[src/lcsg_pkg.sv]
// shared constants, types and the quarter-wave sine table for the chirp generator
// no dependencies; used by every module of the block except lcsg_ram
package lcsg_pkg;

  localparam int PHASE_WIDTH = 32;
  localparam int SINE_TABLE_BITS = 10;
  localparam int QTR_DEPTH = 1 << SINE_TABLE_BITS;
  localparam int IDX_W = SINE_TABLE_BITS + 2;
  localparam int FREQ_W = 31;
  localparam int CUR_W = 32;
  localparam int AMP_W = 16;
  localparam int SAMPLE_W = 16;
  localparam int MAG_W = 15;
  localparam int PROD_W = MAG_W + AMP_W;
  localparam int QUEUE_DEPTH = 4;
  localparam int QPTR_W = $clog2(QUEUE_DEPTH);
  localparam int CFG_ADDR_W = 2;
  localparam int CFG_DATA_W = 31;

  localparam logic [CFG_ADDR_W-1:0] REG_AMPLITUDE = 2'd0;
  localparam logic [CFG_ADDR_W-1:0] REG_START_FREQ = 2'd1;
  localparam logic [CFG_ADDR_W-1:0] REG_END_FREQ = 2'd2;
  localparam logic [CFG_ADDR_W-1:0] REG_FREQ_STEP = 2'd3;

  localparam logic [MAG_W-1:0] SINE_MAX = 15'd32767;
  localparam logic [63:0] HALF_PI_Q30 = 64'd1686629713;

  typedef struct packed {
    logic [IDX_W-1:0] idx;
    logic             play;
    logic             active;
  } cmd_t;

  typedef struct packed {
    logic full;
    logic empty;
  } q_status_t;

  typedef logic [MAG_W-1:0] rom_t [QTR_DEPTH];

  function automatic logic [MAG_W-1:0] quarter_entry(input int unsigned k);
    logic [63:0] x;
    logic [63:0] y;
    logic [63:0] y2;
    logic [63:0] term;
    logic [63:0] pos;
    logic [63:0] neg;
    logic [63:0] s;
    x = 64'(k) << (30 - SINE_TABLE_BITS);
    y = (x * HALF_PI_Q30) >> 30;
    y2 = (y * y) >> 30;
    pos = y;
    term = ((y * y2) >> 30) / 64'd6;
    neg = term;
    term = ((term * y2) >> 30) / 64'd20;
    pos = pos + term;
    term = ((term * y2) >> 30) / 64'd42;
    neg = neg + term;
    term = ((term * y2) >> 30) / 64'd72;
    pos = pos + term;
    term = ((term * y2) >> 30) / 64'd110;
    neg = neg + term;
    term = ((term * y2) >> 30) / 64'd156;
    pos = pos + term;
    s = (pos > neg) ? pos - neg : 64'd0;
    s = (s * 64'd32767 + 64'd536870912) >> 30;
    if (s > 64'd32767) begin
      s = 64'd32767;
    end
    return s[MAG_W-1:0];
  endfunction

  function automatic rom_t build_rom();
    rom_t r;
    for (int i = 0; i < QTR_DEPTH; i++) begin
      r[i] = quarter_entry(i);
    end
    return r;
  endfunction

  localparam rom_t SINE_ROM = build_rom();

  // frequency word scaled onto the phase accumulator width
  function automatic logic [PHASE_WIDTH-1:0] freq_to_phase(input logic [CUR_W-1:0] f);
    logic [PHASE_WIDTH+CUR_W-1:0] t;
    t = {f, {PHASE_WIDTH{1'b0}}};
    return t[PHASE_WIDTH+CUR_W-1:CUR_W];
  endfunction

endpackage

[src/lcsg_queue.sv]
// short command queue between the sweep front and the sine back end
// depends on lcsg_pkg
module lcsg_queue (
  input  logic                clk,
  input  logic                rst,
  input  logic                push,
  input  lcsg_pkg::cmd_t      wdata,
  input  logic                pop,
  output lcsg_pkg::cmd_t      rdata,
  output lcsg_pkg::q_status_t status
);
  import lcsg_pkg::*;

  cmd_t              entries [QUEUE_DEPTH];
  logic [QPTR_W-1:0] wr_ptr;
  logic [QPTR_W-1:0] rd_ptr;
  logic [QPTR_W:0]   count;

  assign rdata = entries[rd_ptr];
  assign status.full = (count == (QPTR_W+1)'(QUEUE_DEPTH));
  assign status.empty = (count == '0);

  always_ff @(posedge clk) begin
    if (push) begin
      entries[wr_ptr] <= wdata;
    end
  end

  always_ff @(posedge clk) begin
    if (rst) begin
      wr_ptr <= '0;
      rd_ptr <= '0;
      count <= '0;
    end else begin
      if (push) begin
        wr_ptr <= wr_ptr + 1'b1;
      end
      if (pop) begin
        rd_ptr <= rd_ptr + 1'b1;
      end
      if (push && !pop) begin
        count <= count + 1'b1;
      end else if (!push && pop) begin
        count <= count - 1'b1;
      end
    end
  end

endmodule

[config.mk]
export PLATFORM = sky130hd
export DESIGN_NAME = lcsg_queue
export DESIGN_NICKNAME = d
export VERILOG_FILES = /design/src/lcsg_pkg.sv /design/src/lcsg_queue.sv
export SDC_FILE = /design/constraint.sdc
export NUM_CORES = 1
export LEC_CHECK = 0
export BUFFER_PORTS_ARGS = -buffer_cell sky130_fd_sc_hd__buf_2
export CAP_MARGIN = 20
export CORE_UTILIZATION = 25
export DETAILED_ROUTE_END_ITERATION = 10
export GPL_ROUTABILITY_DRIVEN = 0
export GPL_TIMING_DRIVEN = 0
export HOLD_SLACK_MARGIN = 0.03
export PLACE_DENSITY = 0.42
export REMOVE_ABC_BUFFERS = 1
export SKIP_LAST_GASP = 1
export SLEW_MARGIN = 5
export SYNTH_ARGS = -nofsm -noshare
export SYNTH_HDL_FRONTEND = slang
export SYNTH_SLANG_ARGS = --single-unit
export TNS_END_PERCENT = 5
[constraint.sdc]
create_clock -name clk -period 2.85 [get_ports clk]
set_input_delay 0.285 -clock clk [delete_from_list [all_inputs] [get_ports clk]]
set_output_delay 0.285 -clock clk [all_outputs]
set_load 0.01 [all_outputs]
# ---- Word level (Yosys, flattened, before mapping)
# Memory sizes are Yosys's and may differ from the RTL's. A register that Yosys moved wholly into a read port is not among the register bits.
# Cells that the tools add are included.
dict set report classes {
  n_reduce_logical 6
  addsub 4
  mux 6
  eq_ne 1
}
# cell n
set ops {}
lappend ops {{$mux W3} 2}
lappend ops {{$add A2 B1 Y2 const B} 2}
lappend ops {{$mux W2} 2}
lappend ops {{$add A3 B1 Y3 const B} 1}
lappend ops {{$eq A3 B3 Y1 const B} 1}
lappend ops {{$logic_not A3 Y1} 1}
lappend ops {{$sub A3 B1 Y3 const B} 1}
lappend ops {{$logic_and A1 B1 Y1} 2}
lappend ops {{$logic_not A1 Y1} 2}
lappend ops {{$mux W1} 2}
lappend ops {{$reduce_bool A2 Y1} 1}
dict set report totals {
  mem_count 1
  output_inout_bits 16
  regBits 7
  input_bits 18
  elab_cells 21
  ram_bits 56
}
# memory words word_bits read_ports rd_ports_with_merged_regs write_ports line_no
set mem_list {}
lappend mem_list {entries 4 14 1 1 1 lcsg_queue.sv:14} ;# cmd_t entries [QUEUE_DEPTH];

# ---- Logic depth before layout (Yosys ltp)
# Gate-level depths: netlist (run 1).
dict set report logic_depth {
  ltp_word 4
  depth_mapped 7
}

# ---- Worst setup path before layout (run 1)
# Ideal clock, no wire load.
dict set report synth_timing {
  path_kind {in2reg}
  startpoint {input pop}
  endpoint {register count[2]}
  n_path_buf 0
  arrival_ps 1475
  path_stages 7
  setup_slack_ps 1305
  setup_time_ps 70
  path_cell_list {inv_1 > ha_1 > inv_1 > fa_1 > xor2_1 > or3_1 > a21oi_1}
}
dict set report synth_via {
  elab_chain_cells 3
  word_cells_on_any_way 5
}
# element line_no
set synth_rtl {}
lappend synth_rtl {{start, declared} lcsg_queue.sv:8} ;# input logic pop,
lappend synth_rtl {{$logic_not A1 Y1} lcsg_queue.sv:41} ;# if (push && !pop) begin
lappend synth_rtl {{$logic_and A1 B1 Y1} lcsg_queue.sv:41}
lappend synth_rtl {{$mux W3 or $reduce_bool A2 Y1 (tied branches)} n/a}
lappend synth_rtl {{end signal, assigned} lcsg_queue.sv:42} ;# count <= count + 1'b1;
lappend synth_rtl {{end signal, assigned} lcsg_queue.sv:44} ;# count <= count - 1'b1;
lappend synth_rtl {{end, declared} lcsg_queue.sv:17} ;# logic [QPTR_W:0] count;
# Parallel ways exist; a longest one is shown, timed or not.
# A chain may end at the register's enable or synchronous reset.

==> summary.md, run 1 <==
| Metric | Value |
|---|---|
| Outcome | completed |
| Share of layout cells above drive strength 1 | 35.8% |
| Commonest non-fill, non-tap cell in the layout | edfxtp_1 |
| Ys Warns | 0 |
| Syn-to-layout area delta | 21.4% |
| Combinational power share | 8.9% |
| Post-DP HPWL | 2.68 mm |
| Storage element area | 1860 sq um |
| Synth Cell Area | ~2500 sq um |
| Core box area | 9420 sq um |
| Worst slew pin tran | 973 ps |
| Synth top area share | 67.9% |
| Startpoint Class | flip-flop |
| Largest net degree at the start of global routing | 15 |
| Final WL | 4.29 mm |
| Post-synth cell types | 22 |
| Switching share of power | 21.8% |
| Die X | 102 microns |
| GRT busiest layer | met2 |
| Htree depth | 3 |
| Fill cell count | slightly above 900 |
| Slowest CP cell | dfxtp_1 |
| Largest delay contributor family on the critical path | flip-flops |
| Fin Setup TNS | 0 ps |
| Clock tree sinks | 65 |
| Area of the multi-input gates | about 560 sq um |
| Crit Path Max Fanout | 14 |
| Clock Path Buffers | 2 |
| Final setup violation count | 0 |
| Slew Viols, Final | 0 |
| Power per cell area | around 760 nW/um^2 |
| Gr ovfl total | 0 |
| Final Cycle Share | between 80% and 90% |
| Max_cap viols | 0 |
| Syn avg cell area | 21.2 sq um |
| Initial Util | 26.3% |
| R2r setup slk | 1270 ps |
| Fin worst setup slack | 438 ps |
| Slowest stage delay, CP | 960 ps |
| Number of global-route vias before repair | 1,308 |
| Unrepaired setup endpoints after global routing | no |
| Synth Register Bits | 65 |
| DRT iter0 DRCs | 25 |
| Arr. time, crit path | 2130 ps |
| Crit Path Class | flip-flop to output port |
| Postcts setup bufs | 0 |
| Port Buf Inserts | 33 |
| GR Util met1 | 10.6% |
| Path depth of the worst reg2reg path | 4 |
| Primary FF master, synth | edfxtp_1 |
| Full die area | 10,300 sq um |
| Sequential share of the synthesized area | about 75% |
| CTS tree | yes |
| Post-Synthesis Cells | 117 |
| Clock period minus worst slack | between 2000 and 2500 ps |
| Int Pwr | 1.78 mW |
| Fmax | 0.415 GHz |
| Data required, critical path | around 2600 ps |
| DR vias | 1,159 |
| Top cells by area, synth | edfxtp_1 (68%), mux4_2 (9.1%), dfxtp_1 (7.3%) |
| Diode count | 0 |
| Synth area leader | edfxtp_1 |
| DRC viols | 0 |
| Dpl ws | roughly 700 ps |
| Wirelength per Cell | 14.8 microns |
| Post-CTS Hold Fix Bufs | 0 |
| Sequential share of power | between 40% and 50% |
| CP cell instances | mux4_1 -> buf_2 |
| CTS root buf | clkbuf_8 |
| EDFF count, synth | 56 |
| CTS buffer count | 9 |
| Met3 GRT Util | 3.80% |
| All-Layer GR Usage | a little under a tenth |
| Worst skew pair latency | 340 ps |
| Worst path depth | 2 |
| Critical path buffers and inverters | 1 |
| Total iterations of the first detailed-routing run | 2 |
| Hold path depth | 1 |
| Leakage power | 1.05 nW |
| Worst clock skew | 8.81 ps |
| Worst min-delay path class | input pin to flip-flop |
| M2 GR Usage | 16.0% |
| NumNets Final | 181 |
| Vias/cell | 3.98 |
| Clock transition at the registers of the reported paths | 70 ps |
| Hold Vio Cnt, Final | 0 |
| NetSw | 0.496 mW |
| First-pass GRT wire length | 6.73 mm |
| Post_cts resized | 0 |
| Row count | 35 |
| IO Pins | 34 |
| Most frequent cells in the layout | edfxtp_1 (56), buf_2 (33), mux4_2 (10) |
| Chip height | roughly 100 microns |
| Post-route ant nets | 0 |
| Clock power share | 41.4% |
| Max transition margin | 35.0% |
| Max VDD drop | 0.378 mV |
| CP endpoint kind | output port |
| Synth async-reset ratio | 0% |
| Power, Total | 2.27 mW |
| Initial antenna violation count | 0 |
==> cell type report <==
class,count,share of cell area [%]
sequential,65,61.9
multi-input combinational,44,18.6
timing repair buffer,33,5.49
tap,129,5.37
clock buffer,10,4.24
clock inverter,6,3.83
inverter,4,0.499
==> power by group through the flow <==
stage | clock [mW] | combinational [mW] | sequential (mW)
5_1_grt | 0.996 | 0.226 | 1.14
4_1_cts | 0.968 | 0.209 | 1.13
2_1_floorplan | 0 | 0.125 | 1.14
6_report | 0.941 | 0.203 | 1.13
3_5_place_dp | 0 | 0.208 | 1.15
3_3_place_gp | 0 | 0.198 | 1.15
==> final timing paths <==
path / from / end
worst max register to register: count[0]$_SDFFE_PP0P_ / count[2]$_SDFFE_PP0P_
worst min-delay path: wdata[10] / entries[1][10]$_DFFE_PP_
worst max-delay path: flip-flop / rdata[13]
worst min register to register: rd_ptr[0]$_SDFFE_PP0P_ / rd_ptr[0]$_SDFFE_PP0P_
==> worst reg2reg max path: stages (launching register included) <==
cell and delay (ps):
dfxtp_1 360, fa_1 460, xor2_1 180, or3_1 320
a21oi_1 190
==> metal layers <==
| layer | vias to the layer above | wire length [microns] |
|---|---|---|
| met1 | 576 | 1860 |
| met2 | 34 | 2130 |
| met3 | 8 | 225 |
| met4 | 0 | 76 |
| met5 | - | 0 |
| li1 | 541 | - |
==> stage by stage <==
stage | util, % | hold slack, ps | std cells | cell area [sq um]
2_1_floorplan | - | 354 | 113 | 2440
4_1_cts | 31.9 | 138 | 291 | 3010
6_report | 31.9 | 158 | 291 | 3010
5_1_grt | 31.9 | 151 | 291 | 3010
3_3_place_gp | 29.4 | 474 | 275 | 2760
3_5_place_dp | 29.4 | 500 | 275 | 2760
==> flip-flops by register name (all words and copies together) (netlist names), named ones only <==
name	flops
entries	56
wr_ptr	2
count	3
rd_ptr	2
==> synthesized netlist by cell type, types with 2 or more instances <==
cell      instances
ha_1              5
nor2_1            7
mux2i_1           2
inv_1             4
edfxtp_1         56
xnor2_1           2
mux4_2           10
mux4_1            4
xor2_1            3
dfxtp_1           9
and2_1            4
==> logic make-up after synthesis <==
group	after synthesis	share of synthesized area (%)
adder cells (fa/ha/maj)	6	3.33
AO/OA/AOI/OAI	2	0.404
AND/OR/NAND/NOR	15	2.98
flip-flops	65	75.2
buffers and inverters	8	2.22
multiplexers	16	14.1
XOR/XNOR	5	1.77
Note: power is estimated with default switching activity, not from simulation.
==> run 2, diff against run 1 <==
--- a/config.mk
+++ b/config.mk
@@ -12,7 +12,7 @@
 export GPL_ROUTABILITY_DRIVEN = 0
 export GPL_TIMING_DRIVEN = 0
 export HOLD_SLACK_MARGIN = 0.03
-export PLACE_DENSITY = 0.42
+export PLACE_DENSITY = 0.44
 export REMOVE_ABC_BUFFERS = 1
 export SKIP_LAST_GASP = 1
 export SLEW_MARGIN = 5
==> constraint.sdc (replaced) <==
create_clock -name clk -period 2.1 [get_ports clk]
set_input_delay 0.21 -clock clk [delete_from_list [all_inputs] [get_ports clk]]
set_output_delay 0.21 -clock clk [all_outputs]
set_load 0.01 [all_outputs]
==> run 2 against run 1 <==
Sequential power up 35%. First-iteration DRC count up 88%. Final cell count unchanged. Clock skew up 4.2 ps. Combinational power up 34%. Power up 36%. Critical path depth unchanged. Clock-buffer cell count unchanged. Clock power up 36%. Global-route usage down 0.064 points. Largest cell class unchanged.
==> summary.md, run 2 (synthesized netlist as in run 1, its figures left out) <==
| Metric | Value |
|---|---|
| Outcome | completed |
| Fmax | 0.515 GHz |
| Critical path buffers and inverters | 1 (unchanged) |
| First-pass GRT wire length | 6.69 mm (-0.51%) |
| Hold Vio Cnt, Final | 0 (unchanged) |
| Syn-to-layout area delta | 21.5% |
| Share of layout cells above drive strength 1 | 36.4% (+0.62 points) |
| Full die area | 10,300 sq um (unchanged) |
| Largest regs | entries (56), count (3) |
| Clock period minus worst slack | approximately 1900 ps |
| Final hold slack | 81.7 ps (-76.0 ps) |
| Htree depth | 3 (unchanged) |
| Slowest CP cell | dfxtp_1 |
| Initial Util | 26.3% (unchanged) |
| Wirelength per Cell | 14.9 microns (+1.2%) |
| Most flop-heavy register | entries |
| Initial antenna violation count | 0 (unchanged) |
| Fin Setup TNS | 0 ps (unchanged) |
| Clock power share | 41.5% (about the same) |
| Total iterations of the first detailed-routing run | 4 (+2) |
| Power per cell area | 1030 nW/um^2 (+36%) |
| Chip height | 102 microns (unchanged) |
| Vias/cell | 4.02 (+0.95%) |
| Int Pwr | 2.41 mW (+36%) |
| Clock Path Buffers | 2 (unchanged) |
| Final WL | 4.34 mm (+1.2%) |
| Worst skew pair latency | 350 ps (about the same) |
| DR vias | 1,170 (+0.95%) |
| Sequential share of power | 49.6% (about the same) |
| Layout Cells excl Fill | 291 (unchanged) |
| NumNets Final | 181 (unchanged) |
| Unrepaired setup endpoints after global routing | no |
| Max_cap viols | 0 (unchanged) |
| Final setup violation count | 0 (unchanged) |
| CP cell instances | mux4_2 -> buf_2 |
| Placed instance count | 275 (unchanged) |
| Area of the multi-input gates | 561 sq um (unchanged) |
| Fin worst setup slack | 159 ps (-278 ps) |
| Diode count | 0 (unchanged) |
| Slowest stage delay, CP | 800 ps (-160 ps) |
| Worst clock skew | 13.0 ps (+4.24 ps) |
| Post-DP HPWL | 2.72 mm (+1.4%) |
| Leakage power | 1.05 nW (about the same) |
| Post-route ant nets | 0 (unchanged) |
| DRT iter0 DRCs | 47 (+88%) |
| All-Layer GR Usage | 9.44% (-0.064 points) |
| Core box area | 9420 sq um (unchanged) |
| Crit Path Class | flip-flop to output port |
| Switching share of power | 21.9% (+0.087 points) |
| CTS buffer count | 9 (unchanged) |
| Largest net degree at the start of global routing | 15 (unchanged) |
| Startpoint Class | flip-flop |
| Slew Viols, Final | 0 (unchanged) |
| Fill cell count | 924 (+1.5%) |
| Postcts setup bufs | 0 (unchanged) |
| Max reg flops | 56 (unchanged) |
| Max transition margin | 44.2% (+9.2 points) |
| Combinational power share | 8.8% (about the same) |
| Port Buf Inserts | 33 (unchanged) |
| CTS root buf | clkbuf_8 |
| CTS tree | yes |
| CP endpoint kind | output port |
| Final Cycle Share | about 90% |
| Worst slew pin tran | 837 ps (-137 ps) |
| Arr. time, crit path | 1730 ps (-400 ps) |
| Data required, critical path | 1890 ps (-680 ps) |
| Gr ovfl total | 0 (unchanged) |
| Crit Path Max Fanout | 14 (unchanged) |
| Most frequent cells in the layout | edfxtp_1 (56), buf_2 (33), mux4_2 (10) |
| Final core utilization | 32.0% (+0.040 points) |
| Die X | 102 microns (unchanged) |
| Largest delay contributor family on the critical path | flip-flops |
| NetSw | 0.676 mW (+36%) |
| Commonest non-fill, non-tap cell in the layout | edfxtp_1 |
| Dpl ws | 31.9 ps (-667 ps) |
| Max VDD drop | 0.374 mV (-0.91%) |
| Clock transition at the registers of the reported paths | 80 ps (about the same) |
| Clock tree sinks | 65 (unchanged) |
| Storage element area | 1870 sq um (+0.20%) |
| IO Pins | 34 (unchanged) |
| Worst min-delay path class | input pin to flip-flop |
| DRC viols | 0 (unchanged) |
| Row count | 35 (unchanged) |
| Number of global-route vias before repair | 1,295 (-0.99%) |
## run 2: cell counts in the layout (fill, tap and decap cells not counted)
Identical to the previous run, type by type.
## run 2: power groups by stage
stage               logic, mW  registers [mW]  clock network [mW]
finish                  0.273            1.53                1.28
global route            0.302            1.54                1.35
CTS                     0.281            1.54                1.31
detailed placement      0.280            1.56                   0
global placement        0.269            1.56                   0
floorplan               0.170            1.54                   0
## run 2: per-layer routing
layer	GRT usage [%]	vias to the layer above	share of wire, %
met2	16.1	34	51
met4	5.35	0	2.5
met5	0	-	0
met3	3.45	11	4.8
li1	-	540	-
met1	10.1	585	42
## run 2: worst reg2reg max path, stage by stage (launching register included)
cell     delay, ps
dfxtp_1        340
inv_1          100
ha_1           140
and2_1         670
## run 2: layout make-up
class                      instances  share of cell area (%)
timing repair buffer              33                    5.49
multi-input combinational         44                    18.6
inverter                           4                   0.499
clock inverter                     6                    3.82
tap                              129                    5.36
clock buffer                      10                    4.24
sequential                        65                    62.0
## run 2: final timing paths
path / slack, ps / cells after the start / from / end
max: 160 / 2 / flip-flop / rdata[12]
min: 80 / 1 / wdata[5] / entries[0][5]$_DFFE_PP_
max reg2reg: 490 / 3 / wr_ptr[1]$_SDFFE_PP0P_ / entries[1][13]$_DFFE_PP_
min reg2reg: 530 / 2 / rd_ptr[0]$_SDFFE_PP0P_ / rd_ptr[0]$_SDFFE_PP0P_
## run 2: what timing repair did
action	CTS	global route
cloned	0	0
endpoints found under the hold margin	0	0
gates resized for setup	1	1
setup endpoints to repair	14	5
hold buffers	0	0
## run 2: per-stage QoR
stage	instance area [sq um]	total power, mW
finish	3010	3.09
global route	3010	3.20
floorplan	2440	1.71
CTS	3010	3.13
global placement	2760	1.83
detailed placement	2760	1.84
==> run 3, diff against run 2 <==
--- a/config.mk
+++ b/config.mk
@@ -12,7 +12,7 @@
 export GPL_ROUTABILITY_DRIVEN = 0
 export GPL_TIMING_DRIVEN = 0
 export HOLD_SLACK_MARGIN = 0.03
-export PLACE_DENSITY = 0.44
+export PLACE_DENSITY = 0.45
 export REMOVE_ABC_BUFFERS = 1
 export SKIP_LAST_GASP = 1
 export SLEW_MARGIN = 5
==> run 3 against run 2 <==
Critical path depth unchanged. Clock-buffer cell count down 1. Clock skew down 7.2 ps. Hold slack gained 5.3 ps. Largest cell class unchanged. Largest power group unchanged.
==> summary.md, run 3 (synthesized netlist as in run 1, its figures left out) <==
| Metric | Value |
|---|---|
| Switching share of power | 23.5% (+1.6 points) |
| Int Pwr | 2.16 mW (-10%) |
| NumNets Final | 181 (unchanged) |
| NetSw | 0.664 mW (-1.8%) |
| Layout Cells excl Fill | 291 (unchanged) |
| Slew Viols, Final | 0 (unchanged) |
| Row count | 35 (unchanged) |
| First-pass GRT wire length | 6.47 mm (-3.3%) |
| Initial antenna violation count | 0 (unchanged) |
| Crit Path Max Fanout | 14 (unchanged) |
| Fmax | 0.517 GHz (+0.37%) |
| Worst skew pair latency | 330 ps (-20 ps) |
| Clock period minus worst slack | 1930 ps (-7.20 ps) |
| Post-DP HPWL | 2.68 mm (-1.3%) |
| Most flop-heavy register | entries |
| Power per cell area | 955 nW/um^2 (-6.9%) |
| Initial Util | 26.3% (unchanged) |
| DRT iter0 DRCs | 46 (-2.1%) |
| Worst clock skew | 5.81 ps (-7.24 ps) |
| Sequential share of power | 54.1% (+4.5 points) |
| Crit Path Class | flip-flop to output port |
| Largest net degree at the start of global routing | 15 (unchanged) |
| Htree depth | 3 (unchanged) |
| GR Util met1 | 9.36% (-0.78 points) |
| Chip height | 102 microns (unchanged) |
| Dpl ws | 0.131 ps (-31.8 ps) |
| Total iterations of the first detailed-routing run | 3 (-1) |
| Worst slew pin tran | 791 ps (-45.1 ps) |
| Placed instance count | 275 (unchanged) |
| CTS buffer count | 9 (unchanged) |
| Clock tree sinks | 65 (unchanged) |
| Worst min-delay path class | input pin to flip-flop |
| Post-route ant nets | 0 (unchanged) |
| Diode count | 0 (unchanged) |
| CP endpoint kind | output port |
| Met3 GRT Util | 4.28% (+0.83 points) |
| Wirelength per Cell | 14.7 microns (-1.8%) |
| Fin Setup TNS | 0 ps (unchanged) |
| Max transition margin | 47.2% (+3.0 points) |
| Max reg flops | 56 (unchanged) |
| DR vias | 1,159 (-0.94%) |
| Gr ovfl total | 0 (unchanged) |
| Data required, critical path | 1890 ps (about the same) |
| Leakage power | 1.03 nW (-1.7%) |
| Most frequent cells in the layout | edfxtp_1 (56), buf_2 (33), mux4_2 (10) |
| Unrepaired setup endpoints after global routing | no |
| Vias/cell | 3.98 (-0.94%) |
| Number of global-route vias before repair | 1,262 (-2.5%) |
| Largest regs | entries (56), count (3) |
| Hold Vio Cnt, Final | 0 (unchanged) |
| Final WL | 4.26 mm (-1.8%) |
| Port Buf Inserts | 33 (unchanged) |
| Fill cell count | 913 (-1.2%) |
| Max VDD drop | 0.377 mV (+0.80%) |
| DRC viols | 0 (unchanged) |
| Die X | 102 microns (unchanged) |
| Full die area | 10,300 sq um (unchanged) |
| Clock Path Buffers | 2 (unchanged) |
| All-Layer GR Usage | 9.18% (-0.26 points) |
| Final setup violation count | 0 (unchanged) |
| Final Cycle Share | 92.1% (-0.34 points) |
| CTS tree | yes |
| Arr. time, crit path | 1720 ps (about the same) |
| CTS root buf | clkbuf_8 |
| Outcome | completed |
| Syn-to-layout area delta | 19.5% |
| Startpoint Class | flip-flop |
| Combinational power share | 9.8% (+1.0 points) |
| Core box area | 9420 sq um (unchanged) |
| Max_cap viols | 0 (unchanged) |
| Fin worst setup slack | 167 ps (+7.20 ps) |
| IO Pins | 34 (unchanged) |
| Commonest non-fill, non-tap cell in the layout | edfxtp_1 |
| Clock power share | 36.1% (-5.4 points) |
| Share of layout cells above drive strength 1 | 37.0% (+0.62 points) |
| Clock transition at the registers of the reported paths | 70 ps (about the same) |
| GRT busiest layer | met2 |
| M2 GR Usage | 16.1% (unchanged) |
==> run 3: cell count changes in the layout (fill, tap and decap cells not counted) <==
cell       before  now
clkinv_2        0    3
clkbuf_1        1    0
bufinv_16       3    1
==> run 3: cell type report <==
| class | count | area (sq um) | share of cell area (%) |
|---|---|---|---|
| Clock buffer | 9 | 124 | 4.18 |
| Clock inverter | 7 | 70.1 | 2.37 |
| Inverter | 4 | 15.0 | 0.507 |
| Multi-Input combinational cell | 44 | 561 | 18.9 |
| Sequential cell | 65 | 1870 | 63.0 |
| Tap cell | 129 | 161 | 5.45 |
| Timing Repair Buffer | 33 | 165 | 5.58 |
==> run 3: per-layer routing <==
layer | part of all wire (%) | up-vias
met4 | 1.6 | 0
li1 | - | 540
met3 | 6.1 | 8
met1 | 40 | 578
met2 | 52 | 33
met5 | 0 | -
==> run 3: worst paths after layout <==
| path | cells after the start | end | slack, ps | startpoint |
|---|---|---|---|---|
| setup reg to reg | 3 | entries[0][0]$_DFFE_PP_ | 470 | wr_ptr[0]$_SDFFE_PP0P_ |
| hold / removal | 1 | entries[0][3]$_DFFE_PP_ | 90 | wdata[3] |
| hold reg to reg | 2 | rd_ptr[1]$_SDFFE_PP0P_ | 540 | rd_ptr[1]$_SDFFE_PP0P_ |
| setup / recovery | 2 | rdata[9] | 170 | flip-flop |
==> run 3: timing repair <==
| action | in CTS | in global routing |
|---|---|---|
| resized for setup | 2 | 0 |
| endpoints found under the setup margin | 14 | 0 |
| hold buffers | 0 | 0 |
| buffers inserted | 0 | 0 |
==> run 3: worst max-delay path: stages (launching register included) <==
cell and delay, ps:
dfxtp_1 770, mux4_1 450, buf_2 170
==> run 3: power groups by stage <==
stage	Clock, mW	Combinational (mW)	Sequential (mW)
after CTS	1.06	0.282	1.53
after floorplan	0	0.170	1.54
final	1.02	0.276	1.53
after global routing	1.11	0.301	1.54
after detailed placement	0	0.280	1.56
after global placement	0	0.268	1.56
==> run 3: through the flow <==
step	power, mW	hold slack (ps)	instance area, sq um	utilization, %
after floorplan	1.71	279	2440	-
after global placement	1.82	425	2760	29.4
after detailed placement	1.84	432	2760	29.4
after CTS	2.87	74.6	2960	31.5
after global routing	2.96	68.1	2960	31.5
final	2.83	87.0	2960	31.5
