--- src/lcsg_pkg.sv ---
// shared constants, types and the quarter-wave sine table for the chirp generator
// no dependencies; used by every module of the block except lcsg_ram
package lcsg_pkg;

  localparam int PHASE_WIDTH = 32;
  localparam int SINE_TABLE_BITS = 10;
  localparam int QTR_DEPTH = 1 << SINE_TABLE_BITS;
  localparam int IDX_W = SINE_TABLE_BITS + 2;
  localparam int FREQ_W = 31;
  localparam int CUR_W = 32;
  localparam int AMP_W = 16;
  localparam int SAMPLE_W = 16;
  localparam int MAG_W = 15;
  localparam int PROD_W = MAG_W + AMP_W;
  localparam int QUEUE_DEPTH = 4;
  localparam int QPTR_W = $clog2(QUEUE_DEPTH);
  localparam int CFG_ADDR_W = 2;
  localparam int CFG_DATA_W = 31;

  localparam logic [CFG_ADDR_W-1:0] REG_AMPLITUDE = 2'd0;
  localparam logic [CFG_ADDR_W-1:0] REG_START_FREQ = 2'd1;
  localparam logic [CFG_ADDR_W-1:0] REG_END_FREQ = 2'd2;
  localparam logic [CFG_ADDR_W-1:0] REG_FREQ_STEP = 2'd3;

  localparam logic [MAG_W-1:0] SINE_MAX = 15'd32767;
  localparam logic [63:0] HALF_PI_Q30 = 64'd1686629713;

  typedef struct packed {
    logic [IDX_W-1:0] idx;
    logic             play;
    logic             active;
  } cmd_t;

  typedef struct packed {
    logic full;
    logic empty;
  } q_status_t;

  typedef logic [MAG_W-1:0] rom_t [QTR_DEPTH];

  function automatic logic [MAG_W-1:0] quarter_entry(input int unsigned k);
    logic [63:0] x;
    logic [63:0] y;
    logic [63:0] y2;
    logic [63:0] term;
    logic [63:0] pos;
    logic [63:0] neg;
    logic [63:0] s;
    x = 64'(k) << (30 - SINE_TABLE_BITS);
    y = (x * HALF_PI_Q30) >> 30;
    y2 = (y * y) >> 30;
    pos = y;
    term = ((y * y2) >> 30) / 64'd6;
    neg = term;
    term = ((term * y2) >> 30) / 64'd20;
    pos = pos + term;
    term = ((term * y2) >> 30) / 64'd42;
    neg = neg + term;
    term = ((term * y2) >> 30) / 64'd72;
    pos = pos + term;
    term = ((term * y2) >> 30) / 64'd110;
    neg = neg + term;
    term = ((term * y2) >> 30) / 64'd156;
    pos = pos + term;
    s = (pos > neg) ? pos - neg : 64'd0;
    s = (s * 64'd32767 + 64'd536870912) >> 30;
    if (s > 64'd32767) begin
      s = 64'd32767;
    end
    return s[MAG_W-1:0];
  endfunction

  function automatic rom_t build_rom();
    rom_t r;
    for (int i = 0; i < QTR_DEPTH; i++) begin
      r[i] = quarter_entry(i);
    end
    return r;
  endfunction

  localparam rom_t SINE_ROM = build_rom();

  // frequency word scaled onto the phase accumulator width
  function automatic logic [PHASE_WIDTH-1:0] freq_to_phase(input logic [CUR_W-1:0] f);
    logic [PHASE_WIDTH+CUR_W-1:0] t;
    t = {f, {PHASE_WIDTH{1'b0}}};
    return t[PHASE_WIDTH+CUR_W-1:CUR_W];
  endfunction

endpackage

--- src/lcsg_front.sv ---
// sweep state: phase accumulator, current frequency, direction and busy flag
// depends on lcsg_pkg; pushes one command per accepted item into the queue
module lcsg_front (
  input  logic                      clk,
  input  logic                      rst,
  input  logic                      s_tvalid,
  output logic                      s_tready,
  input  logic                      restart,
  input  logic [lcsg_pkg::FREQ_W-1:0] start_freq,
  input  logic [lcsg_pkg::FREQ_W-1:0] end_freq,
  input  logic [lcsg_pkg::FREQ_W-1:0] freq_step,
  input  lcsg_pkg::q_status_t       q_status,
  input  logic                      table_ready,
  output logic                      push,
  output lcsg_pkg::cmd_t            cmd
);
  import lcsg_pkg::*;

  logic [PHASE_WIDTH-1:0] phase_acc;
  logic [PHASE_WIDTH-1:0] phase_acc_next;
  logic [CUR_W-1:0]       current_freq;
  logic [CUR_W-1:0]       current_freq_next;
  logic                   busy;
  logic                   busy_next;
  logic                   sweep_down;
  logic                   sweep_down_next;

  logic [PHASE_WIDTH-1:0] ph0;
  logic [CUR_W-1:0]       cf0;
  logic [CUR_W-1:0]       end_ext;
  logic [CUR_W-1:0]       step_ext;
  logic                   busy0;
  logic                   stop;

  assign s_tready = table_ready & ~q_status.full;
  assign push = s_tvalid & s_tready;
  assign end_ext = {1'b0, end_freq};
  assign step_ext = {1'b0, freq_step};

  always_comb begin
    ph0 = restart ? '0 : phase_acc;
    cf0 = restart ? {1'b0, start_freq} : current_freq;
    sweep_down_next = restart ? (end_freq < start_freq) : sweep_down;
    busy0 = restart | busy;
    stop = sweep_down_next ? ((cf0 < end_ext) || (cf0 < step_ext)) : (cf0 > end_ext);
    busy_next = busy0;
    current_freq_next = cf0;
    phase_acc_next = ph0;
    if (busy0) begin
      if (stop) begin
        busy_next = 1'b0;
      end else begin
        current_freq_next = sweep_down_next ? cf0 - step_ext : cf0 + step_ext;
        phase_acc_next = ph0 + freq_to_phase(current_freq_next);
      end
    end
    cmd.idx = ph0[PHASE_WIDTH-1 -: IDX_W];
    cmd.play = busy0;
    cmd.active = busy_next;
  end

  always_ff @(posedge clk) begin
    if (rst) begin
      phase_acc <= '0;
      current_freq <= '0;
      busy <= 1'b0;
      sweep_down <= 1'b0;
    end else if (push) begin
      phase_acc <= phase_acc_next;
      current_freq <= current_freq_next;
      busy <= busy_next;
      sweep_down <= sweep_down_next;
    end
  end

endmodule

--- config.mk ---
export PLATFORM = sky130hd
export DESIGN_NAME = lcsg_front
export DESIGN_NICKNAME = d
export VERILOG_FILES = /design/src/lcsg_pkg.sv /design/src/lcsg_front.sv
export SDC_FILE = /design/constraint.sdc
export NUM_CORES = 1
export LEC_CHECK = 0
export BUFFER_PORTS_ARGS = -buffer_cell sky130_fd_sc_hd__buf_2
export CAP_MARGIN = 20
export CORE_UTILIZATION = 40
export DETAILED_ROUTE_END_ITERATION = 10
export SLEW_MARGIN = 15
export SYNTH_ARGS = -nofsm -noshare
export SYNTH_HDL_FRONTEND = slang
export SYNTH_SLANG_ARGS = --single-unit
--- constraint.sdc ---
create_clock -name clk -period 23.3 [get_ports clk]
set_input_delay 4.66 -clock clk [delete_from_list [all_inputs] [get_ports clk]]
set_output_delay 4.66 -clock clk [all_outputs]
set_load 0.005 [all_outputs]
Yosys cells after proc, flatten, opt, wreduce, memory -nomap -nowiden
Cells that the tools add are included.
{ "totals": {"ff_bits": 66, "ram_bits": 0, "out_inout_bits": 16, "inputBits": 100, "romBits": 0, "wordCells": 27, "latch_bits": 0, "mem_count": 0} }
{ "op_classes": {"bitwise": 4, "reduce_logical": 1, "shift": 0, "n_mul": 0, "addsub": 3, "n_eq_ne": 0, "n_lt_le_gt_ge": 4, "div": 0, "muxes": 11} }
{ "op_table": {"columns": ["op", "n"], "rows": [
  ["2-to-1 mux 32 bit", 7],
  ["< comparator 32 x 31 -> 1 bit", 2],
  ["adder 32 x 31 -> 32 bit", 1],
  ["adder 32 bit", 1],
  ["> comparator 32 x 31 -> 1 bit", 1],
  ["subtractor 32 x 31 -> 32 bit", 1],
  ["< comparator 31 bit", 1],
  ["2-to-1 mux 1 bit", 4],
  ["bitwise AND 1 bit", 2],
  ["logical OR 1 bit", 1],
  ["inverter 1 bit", 1],
  ["OR 1 bit", 1]
]} }

Longest topological paths before layout
Gate-level depths: netlist of the first run.
{ "depth": {"ltp_word": 6, "mapped_depth": 28, "mapped_depth_nobuf": 25} }

Worst setup path before layout of the first run
No wires, ideal clock.
{ "synth_timing": {"kind": "in2out", "from": "input restart", "to": "output cmd[0] (netlist name)", "setup_slack_ps": 10274, "t_required_ps": 18640, "path_buffers": 6, "path_stages": 19, "t_arrival_ps": 8366, "path_cell_list": "buf_2 -> buf_1 -> clkbuf_1 -> mux2i_1 -> ha_1 -> inv_1 -> fa_1 -> a21o_1 -> a221oi_1 -> o31ai_1 -> nand3_1 -> o211ai_1 -> a31oi_1 -> o21ai_2 -> nand3_4 -> inv_2 -> buf_2 -> buf_6 -> buf_4"} }
{ "synth_via": {"elab_chain_len": 6, "elab_cells_between_ends": 10, "cone_classes": "order compare: 3; mux: 5; bitwise: 1; reduce/logical: 1"} }
{ "synth_lines": {"columns": ["element", "line_no", "text"], "rows": [
  ["from (decl)", "lcsg_front.sv:8", "input logic restart,"],
  ["2-to-1 mux 32 bit", "lcsg_front.sv:42", "cf0 = restart ? {1'b0, start_freq} : current_freq;"],
  ["< comparator 32 x 31 -> 1 bit", "lcsg_front.sv:45", "stop = sweep_down_next ? ((cf0 < end_ext) || (cf0 < step_ext)) : (cf0 > end_ext);"],
  ["logical OR 1 bit", "lcsg_front.sv:45", null],
  ["2-to-1 mux 1 bit", "lcsg_front.sv:45", null],
  ["2-to-1 mux 1 bit", "lcsg_front.sv:50", "if (stop) begin"],
  ["2-to-1 mux 1 bit *", "lcsg_front.sv:49", "if (busy0) begin"],
  ["to (decl)", "lcsg_front.sv:15", "output lcsg_pkg::cmd_t cmd"]
]} }
Mark *: on every way between the ends. The rest lies on a longest branch, timed or not.

==> run summary, run 1 <==
launch point of the worst reg-to-reg path = current_freq[0]
CP Data Arrival Time = 10.16 ns
vias per inst = 5.60
crit-path max FO = 45
TritonCTS clock tree = built
worst slew pin tran = 1.07 ns
final cell count without fillers = 1726
CTS buffer count = 9
Period Utilization, post-route = 0.636
Tmin final = 14.82 ns
Gates resized, CTS repair = 0
critical path startpoint = restart
Top delay family on crit path = buffers and inverters
Sw Ratio = 0.441
area of the die = 0.0254 sq mm
DRT Pass-1 Iters = 6
Logic pwr share = 0.506
vias in the first global route = 9199
Placer Congestion = 0.926
CP max stage delay = 0.93 ns
post-synthesis instance area = 0.00989 sq mm
Area Growth Syn to Fin = 10.4%
most frequent cell after synthesis = ha_1
sequential share of the synthesized area = 0.134
cell mode on critical path = buf_2
Final Slew Violations = 0
internal power = 293 uW
DP HPWL = 23.1 mm
PwrDens = 48.0 mW/mm^2
worst-path cell chain = buf_2 > buf_4 > mux2_2 > ha_1 > nor2b_1 > o21a_1 > o21ai_0 > a21oi_1 > nor4b_1 > o2111a_1 > or3_4 > nand3_4 > inv_2 > buf_2
per-cell routed wire length = 17.4 um
# clock sinks = 66
Core ar. = 0.0243 sq mm
worst setup margin = 8.48 ns
global route overflow = 0
Buf/Inv on CP = 4
die height = 159 um
Synth area leaders = ha_1 21%, dfxtp_1 13%, a21oi_1 6.1%
worst slack, placed = 8.46 ns
post-synth top area share = 0.211
Most used DFF post-synth = dfxtp_1
Root Buffer = clkbuf_16
share of cells above drive strength 1 = 0.143
hold crit path type = reg -> reg
sequential power share = 0.227
antenna violations before repair = 1
Syn Area/Cell = 7.48 sq um
die width = 159 um
initial drt markers = 603
leading area contributor after synthesis = ha_1
Mapped Nets = 1593
CP max-delay cell = nor4b_1
Post-CTS Hold Buffers = 0
Worst EP required = 18.64 ns
Detail Route Antenna Nets = 0
status = finished clean
PortBufs = 114
total vias in the final route = 9665
DP Cell Count = 1709
Syn Inst Count = 1323
setup TNS = 0 ns
hold wc startpoint = phase_acc[17]
htree depth = 3
async set or reset register ratio after synthesis = 0
max cap viols = 0
clk_lat worst skew = 0.36 ns
drt drc = 0
kind of critical path = in -> out
crit path launch type = primary input
relative slew slack = 0.275
Ys Warns = 0
Starting Density = 0.407
Tot GR Track Use = 0.237
#FFs+latches synth = 66
first-pass GRT wire length = 48.1 mm
Clk pwr share = 0.267
clock-pin slew on the worst setup and hold paths = 0.07 ns
Distinct cells, synth = 78
Leakage Power = 0.00531 uW
# nets final = 1666
Routed WL = 30.1 mm
Max Freq = 67.5 MHz
crit end category = output port
row count = 57
largest net degree at the start of global routing = 61
RSZ-0062 raised after global routing = no
final setup fails = 0
Psw = 231 uW
num ports = 116
Clock Tree Buf Depth = 2
most frequent cells after synthesis = 167 x ha_1, 131 x inv_1, 120 x a21oi_1
EDFF count, synth = 0
Worst VDD drop = 0.0000347 V
final hold vios = 0
clock skew = 0.00545 ns
# Post-CTS Setup Buffers = 0
==> state kept, by name, summed over array words and instances, names as in the netlist <==
register	flops
busy	1
current_freq	32
phase_acc	32
sweep_down	1
==> cell type report <==
type / count / area (sq um)
Inverter: 135 / 507
Multi-Input combinational cell: 1063 / 7780
Clock buffer: 9 / 225
Timing Repair Buffer: 121 / 623
Fill cell: 2519 / 13400
Clock inverter: 7 / 60.1
Tap cell: 324 / 405
Antenna cell: 1 / 2.50
Sequential cell: 66 / 1320
==> cells in the final DEF, fill, tap and decap left out, types with 13 or more instances in the layout <==
cell type	count
mux2_2	32
o211ai_1	23
nand2_1	77
nor3_1	23
xnor2_1	42
nand2b_1	16
a21o_1	46
nand4_1	18
a22oi_1	31
nand3_1	27
a211oi_1	15
o21ai_0	69
dfxtp_1	66
nor2_1	113
ha_1	167
o21a_1	13
nor2b_1	50
xor2_1	14
inv_1	131
a21oi_1	120
buf_2	114
o21bai_1	16
==> per-layer routing <==
metal / vias to the layer above / part of all wire / GRT usage
met5: - / 0 / 0
met4: 0 / 0.015 / 0.0503
met3: 24 / 0.050 / 0.0380
met2: 235 / 0.43 / 0.377
met1: 4532 / 0.50 / 0.334
li1: 4874 / - / -
==> power groups by stage <==
stage | combinational [uW] | clock, uW | sequential [uW]
finish | 266 | 140 | 119
global route | 294 | 149 | 119
CTS | 263 | 144 | 119
detailed placement | 261 | 0 | 121
global placement | 259 | 0 | 121
floorplan | 192 | 0 | 121
==> worst reg2reg max path, cell delays in order (launching register included) <==
cell and delay, ns:
dfxtp_1 0.31, mux2i_1 0.29, inv_1 0.08, ha_1 0.21
fa_1 0.41, nor2b_1 0.17, o211ai_1 0.28, a21oi_1 0.16
a311o_1 0.41, a21oi_1 0.35, o21ai_2 0.14, xnor2_1 0.14
o21ai_0 0.57, ha_1 0.41, a211o_1 0.28, a211oi_1 0.44
o211ai_1 0.23, o21ai_0 0.33, a21oi_1 0.15, o21ai_0 0.40
o21ai_0 0.18, a21oi_1 0.26, and3_1 0.18, mux2i_1 0.07
mux2_1 0.31
==> final timing paths <==
kind	to	slack, ns	cells after the start
worst min-delay path	phase_acc[17]	0.45	2
worst max-delay path	cmd[0]	8.48	14
worst max register to register	phase_acc[31]	16.41	24
worst min register to register	phase_acc[17]	0.45	2
==> stage by stage <==
stage	hold slack, ns	area (sq um)	util	total power [uW]
CTS	0.452	10900	0.449	526
floorplan	0.427	9890	-	313
detailed placement	0.443	10600	0.437	382
finish	0.448	10900	0.449	525
global route	0.470	10900	0.449	563
global placement	0.436	10600	0.437	380
==> kinds of logic (layout without fill, tap and decap cells) <==
kind of cell | after synthesis | in the layout | synth area share
AO/OA/AOI/OAI | 410 | 410 | 0.275
XOR/XNOR | 56 | 56 | 0.0496
buffers and inverters | 194 | 272 | 0.0807
multiplexers | 45 | 45 | 0.0497
adder cells (fa/ha/maj) | 170 | 170 | 0.217
other | 0 | 1 | 0
AND/OR/NAND/NOR | 382 | 382 | 0.194
flip-flops | 66 | 66 | 0.134
No activity file was read; power rests on OpenSTA's default activity.
==> inputs of run 2 (changes only) <==
==> constraint.sdc (replaced) <==
create_clock -name clk -period 13.3 [get_ports clk]
set_input_delay 2.66 -clock clk [delete_from_list [all_inputs] [get_ports clk]]
set_output_delay 2.66 -clock clk [all_outputs]
set_load 0.005 [all_outputs]
==> run summary, run 2 (synthesized netlist as in run 1, its figures left out) <==
hold wc startpoint = current_freq[2] (was phase_acc[17])
vias in the first global route = 9294 (was 9199)
Core ar. = 0.0243 sq mm (unchanged)
max cap viols = 0 (unchanged)
row count = 57 (unchanged)
kind of critical path = in -> out (unchanged)
crit end category = output port (unchanged)
final setup fails = 0 (unchanged)
clock skew = 0.00477 ns (was 0.00545 ns)
FF-to-FF path depth = 24 (unchanged)
share of cells above drive strength 1 = 0.143 (about the same)
hold path depth = 2 (unchanged)
# clock sinks = 66 (unchanged)
clk_lat worst skew = 0.35 ns (was 0.36 ns)
worst slew pin tran = 1.06 ns (was 1.07 ns)
Placer Congestion = 0.912 (was 0.926)
fin area = 0.0110 sq mm (was 0.0109 sq mm)
cell mode on critical path = buf_2 (unchanged)
CP Data Arrival Time = 7.35 ns (was 10.16 ns)
CTS buffer count = 9 (unchanged)
Worst VDD drop = 0.0000514 V (was 0.0000347 V)
die height = 159 um (unchanged)
commonest non-fill, non-tap cell in the layout = ha_1 (unchanged)
Post-CTS Hold Buffers = 0 (unchanged)
Tot GR Track Use = 0.239 (was 0.237)
most frequent cells in the layout = 167 x ha_1, 131 x inv_1, 120 x a21oi_1 (unchanged)
largest net degree at the start of global routing = 61 (unchanged)
PortBufs = 114 (unchanged)
placed cell area = 0.0106 sq mm (about the same)
crit-path max FO = 33 (was 45)
Max Freq = 99.9 MHz
setup TNS = 0 ns (unchanged)
worst-path cell chain = buf_2 > buf_4 > mux2_2 > ha_1 > nand3_1 > or4_1 > a21oi_1 > nor4b_1 > o2111a_1 > or3_4 > nand3_4 > inv_2 > buf_2 (was buf_2 > buf_4 > mux2_2 > ha_1 > nor2b_1 > o21a_1 > o21ai_0 > a21oi_1 > nor4b_1 > o2111a_1 > or3_4 > nand3_4 > inv_2 > buf_2)
Clock Tree Buf Depth = 2 (unchanged)
per-cell routed wire length = 17.4 um (about the same)
relative slew slack = 0.286 (was 0.275)
die width = 159 um (unchanged)
R2R Setup Slk = 6.22 ns (was 16.41 ns)
hold crit path type = reg -> reg (unchanged)
CP max stage delay = 0.92 ns (was 0.93 ns)
top flop regs = current_freq x32, phase_acc x32 (unchanged)
PwrDens = 86.9 mW/mm^2 (was 48.0 mW/mm^2)
vias per inst = 5.65 (was 5.60)
DRT Pass-1 Iters = 5 (was 6)
clock-pin slew on the worst setup and hold paths = 0.06 ns (was 0.07 ns)
DP HPWL = 23.4 mm (was 23.1 mm)
Starting Density = 0.407 (unchanged)
htree depth = 3 (unchanged)
Leakage Power = 0.00534 uW (was 0.00531 uW)
Worst Hold Path EP = current_freq[2] (was phase_acc[17])
Tmin final = 10.01 ns
Gates resized, CTS repair = 0 (unchanged)
Routed WL = 30.1 mm (about the same)
Period Utilization, post-route = 0.752
antenna violations before repair = 1 (unchanged)
Area Growth Syn to Fin = 10.9% (was 10.4%)
Critical R2R Capture = phase_acc[31] (unchanged)
CP max-delay cell = nor4b_1 (unchanged)
crit path launch type = primary input (unchanged)
launch point of the worst reg-to-reg path = current_freq[0] (unchanged)
area of the die = 0.0254 sq mm (unchanged)
Worst EP required = 10.64 ns (was 18.64 ns)
first-pass GRT wire length = 48.8 mm (was 48.1 mm)
RSZ-0062 raised after global routing = no (unchanged)
TritonCTS clock tree = built (unchanged)
status = finished clean (unchanged)
global route overflow = 0 (unchanged)
drt drc = 0 (unchanged)
num ports = 116 (unchanged)
# nets final = 1667 (was 1666)
Root Buffer = clkbuf_16 (unchanged)
total vias in the final route = 9752 (was 9665)
Final Slew Violations = 0 (unchanged)
Detail Route Antenna Nets = 0 (unchanged)
# Post-CTS Setup Buffers = 0 (unchanged)
initial drt markers = 639 (was 603)
final hold vios = 0 (unchanged)
-- run 2: cell count changes in the layout (fill, tap and decap cells not counted), sizes merged --
cell and delta:
buf +1, inv -3, bufinv +2, clkbuf +1, clkinvlp -1, clkinv +1
-- run 2: report_power, final --
part	total, uW	leakage, uW	switching (uW)	internal, uW
sequential	208	0.000535	3.23	205
clock	278	0.000155	108	170
combinational	466	0.00465	287	179
-- run 2: final cells by class --
type	instances	area (sq um)
timing repair buffer	122	631
sequential	66	1320
inverter	135	507
clock buffer	10	239
clock inverter	6	88.8
fill	2497	13300
antenna	1	2.50
multi-input combinational	1063	7780
tap	324	405
-- run 2: metal layers --
layer	vias up	GRT usage	wire, um
met1	4562	0.334	14700
met3	35	0.0375	1610
met4	0	0.0625	613
li1	4896	-	-
met5	-	0	0
met2	259	0.381	13200
-- run 2: worst max path at each step --
stage,startpoint,endpoint,slack (ns),cells past startpoint
5_1_grt,restart,cmd[0],2.97,15
2_1_floorplan,restart,cmd[0],4.27,19
3_3_place_gp,restart,cmd[0],3.22,13
6_report,restart,cmd[0],3.29,13
3_5_place_dp,restart,cmd[0],3.25,13
4_1_cts,restart,cmd[0],3.24,13
-- run 2: stage by stage --
step                      hold WS, ns  cells   util  setup WS, ns  total power (uW)
after global placement          0.435   1710  0.438          3.22               668
after CTS                       0.452   1726  0.451          3.24               953
after floorplan                 0.427   1323      -          4.27               548
after detailed placement        0.443   1710  0.438          3.25               672
final                           0.449   1727  0.451          3.29               953
after global routing            0.468   1726  0.451          2.97              1020
-- run 2: critical path, delay by kind of cell --
kind            cells  cell delay, ns
simple gates        5            1.87
buf+inv             4            1.59
compound gates      2            0.46
mux                 1            0.43
fa+ha+maj           1            0.30
==> inputs of run 3 (changes only) <==
--- a/config.mk
+++ b/config.mk
@@ -5,6 +5,7 @@
 export SDC_FILE = /design/constraint.sdc
 export NUM_CORES = 1
 export LEC_CHECK = 0
+export ABC_AREA = 1
 export BUFFER_PORTS_ARGS = -buffer_cell sky130_fd_sc_hd__buf_2
 export CAP_MARGIN = 20
 export CORE_UTILIZATION = 40
==> constraint.sdc (replaced) <==
create_clock -name clk -period 8.1 [get_ports clk]
set_input_delay 1.62 -clock clk [delete_from_list [all_inputs] [get_ports clk]]
set_output_delay 1.62 -clock clk [all_outputs]
set_load 0.005 [all_outputs]
==> run summary, run 3 <==
most frequent cells in the layout = 845 x nand2_1, 469 x inv_1, 187 x nor2_1 (was 167 x ha_1, 131 x inv_1, 120 x a21oi_1)
EDFF count, synth = 0 (unchanged)
leading area contributor after synthesis = nand2_1 (was ha_1)
CP Data Arrival Time = 5.50 ns (was 7.35 ns)
worst slew pin tran = 0.772 ns (was 1.06 ns)
per-cell routed wire length = 16.0 um (was 17.4 um)
async set or reset register ratio after synthesis = 0 (unchanged)
launch point of the worst reg-to-reg path = current_freq[0] (unchanged)
final hold vios = 0 (unchanged)
#FFs+latches synth = 66 (unchanged)
post-synth top area share = 0.245 (was 0.211)
initial drt markers = 950 (was 639)
clock skew = 0.0112 ns (was 0.00477 ns)
PwrDens = 139 mW/mm^2 (was 86.9 mW/mm^2)
Core ar. = 0.0317 sq mm (was 0.0243 sq mm)
num ports = 116 (unchanged)
Syn Area/Cell = 5.37 sq um (was 7.48 sq um)
relative slew slack = 0.480 (was 0.286)
final cell count without fillers = 2886 (was 1727)
Placer Congestion = 0.973 (was 0.912)
DRT Pass-1 Iters = 5 (unchanged)
first-pass GRT wire length = 72.0 mm (was 48.8 mm)
Worst EP required = 6.48 ns (was 10.64 ns)
htree depth = 3 (unchanged)
clk_lat worst skew = 0.35 ns (about the same)
crit end category = output port (unchanged)
Tot GR Track Use = 0.278 (was 0.239)
TritonCTS clock tree = built (unchanged)
antenna violations before repair = 0 (was 1)
Period Utilization, post-route = 0.879
post-layout util = 0.444 (was 0.451)
DP Cell Count = 2870 (was 1710)
sequential share of the synthesized area = 0.102 (was 0.134)
area of the die = 0.0331 sq mm (was 0.0254 sq mm)
Mapped Nets = 2685 (was 1593)
crit path launch type = primary input (unchanged)
largest net degree at the start of global routing = 59 (was 61)
# nets final = 2749 (was 1667)
Detail Route Antenna Nets = 0 (unchanged)
Clock Tree Buf Depth = 2 (unchanged)
CTS buffer count = 9 (unchanged)
max cap viols = 0 (unchanged)
Distinct cells, synth = 45 (was 78)
Worst VDD drop = 0.0000903 V (was 0.0000514 V)
Post-CTS Hold Buffers = 0 (unchanged)
row count = 65 (was 57)
Tmin final = 7.12 ns
Leakage Power = 0.00846 uW (was 0.00534 uW)
setup TNS = 0 ns (unchanged)
Routed WL = 46.2 mm (was 30.1 mm)
post-synthesis instance area = 0.0130 sq mm (was 0.00989 sq mm)
RSZ-0062 raised after global routing = no (unchanged)
critical path startpoint = restart (unchanged)
Ys Warns = 0 (unchanged)
global route overflow = 0 (unchanged)
most frequent cell after synthesis = nand2_1 (was ha_1)
FILL cells = 3624 (was 2497)
clock-pin slew on the worst setup and hold paths = 0.06 ns (about the same)
DP HPWL = 38.0 mm (was 23.4 mm)
die width = 182 um (was 159 um)
Max Freq = 140 MHz
drt drc = 0 (unchanged)
Starting Density = 0.409 (was 0.407)
hold crit path type = reg -> reg (unchanged)
vias per inst = 5.07 (was 5.65)
vias in the first global route = 13622 (was 9294)
Final Slew Violations = 0 (unchanged)
Syn Inst Count = 2415 (was 1323)
Most used DFF post-synth = dfxtp_1 (unchanged)
Synth area leaders = nand2_1 24%, ha_1 16%, inv_1 14% (was ha_1 21%, dfxtp_1 13%, a21oi_1 6.1%)
most frequent cells after synthesis = 846 x nand2_1, 469 x inv_1, 187 x nor2_1 (was 167 x ha_1, 131 x inv_1, 120 x a21oi_1)
hold wc startpoint = current_freq[30] (was current_freq[2])
Gates resized, CTS repair = 0 (unchanged)
commonest non-fill, non-tap cell in the layout = nand2_1 (was ha_1)
final setup fails = 0 (unchanged)
die height = 182 um (was 159 um)
crit-path max FO = 48 (was 33)
PortBufs = 114 (unchanged)
antenna diode count = 0 (was 1)
status = finished clean (unchanged)
# Post-CTS Setup Buffers = 0 (unchanged)
Root Buffer = clkbuf_16 (unchanged)
Hold Slack = 0.462 ns (was 0.449 ns)
total vias in the final route = 14627 (was 9752)
share of cells above drive strength 1 = 0.0721 (was 0.143)
top flop regs = current_freq x32, phase_acc x32 (unchanged)
Area Growth Syn to Fin = 8.69% (was 10.9%)
# clock sinks = 66 (unchanged)
kind of critical path = in -> out (unchanged)
## run 3: changes by cell type after synthesis, moves of 16 or more
cell	delta
a22oi_1	-31
a21oi_1	+39
mux2_2	-32
nand3_1	+140
nand2b_1	-16
o211ai_1	-18
xnor2_1	-27
inv_1	+338
buf_2	+18
nand2_1	+769
nor2b_1	-50
a21o_1	-37
xor2_1	+24
nor2_1	+74
## run 3: cell families after synthesis
family | count (synthesis) | share of synthesized area
XOR/XNOR | 53 | 0.0358
buffers and inverters | 551 | 0.169
adder cells (fa/ha/maj) | 170 | 0.166
AO/OA/AOI/OAI | 285 | 0.116
AND/OR/NAND/NOR | 1290 | 0.412
flip-flops | 66 | 0.102
## run 3: final timing paths
kind	to	slack, ns	cells after the start
setup / recovery	cmd[0]	0.98	20
hold / removal	current_freq[30]	0.46	2
setup reg to reg	phase_acc[31]	3.17	26
hold reg to reg	current_freq[30]	0.46	2
## run 3: worst max-delay path, cell delays in order
cell and delay, ns:
buf_4 0.44, inv_2 0.24, or2_2 0.32, o21ai_0 0.27, ha_1 0.26, inv_1 0.09
fa_1 0.47, nand2_1 0.13, nand3_1 0.12, nand3_1 0.09, nand2_1 0.14, nand2_1 0.11
nand2_2 0.11, nand3_2 0.09, nand2_2 0.09, nand2_2 0.13, nand2_8 0.11, nand2_4 0.33
nor2_2 0.15, buf_2 0.15
## run 3: layout make-up
cell class | count | area (sq um) | share of cell area
clock buffer | 9 | 225 | 0.0160
timing repair buffer | 124 | 661 | 0.0469
tap | 402 | 503 | 0.0357
sequential | 66 | 1320 | 0.0938
multi-input combinational | 1798 | 9460 | 0.671
clock inverter | 7 | 125 | 0.00888
inverter | 480 | 1800 | 0.128
## run 3: through the flow
stage               power (uW)  cell area [sq um]  worst slack (ns)
floorplan                 1160              13000              2.31
global placement          1460              13700              1.07
detailed placement        1470              13700             0.998
CTS                       1950              14100             0.991
global route              2110              14100             0.751
finish                    1950              14100             0.981
## run 3: report_power, final
group / switching (uW) / internal (uW)
logic: 781 / 351
clock network: 172 / 304
registers: 6.04 / 339
## run 3: per-layer routing
metal | track usage | routed length, um | up-vias
met5 | 0 | 0 | -
met4 | 0.0884 | 1560 | 0
met3 | 0.0249 | 2240 | 61
met1 | 0.385 | 22500 | 6518
li1 | - | - | 7601
met2 | 0.453 | 19900 | 447
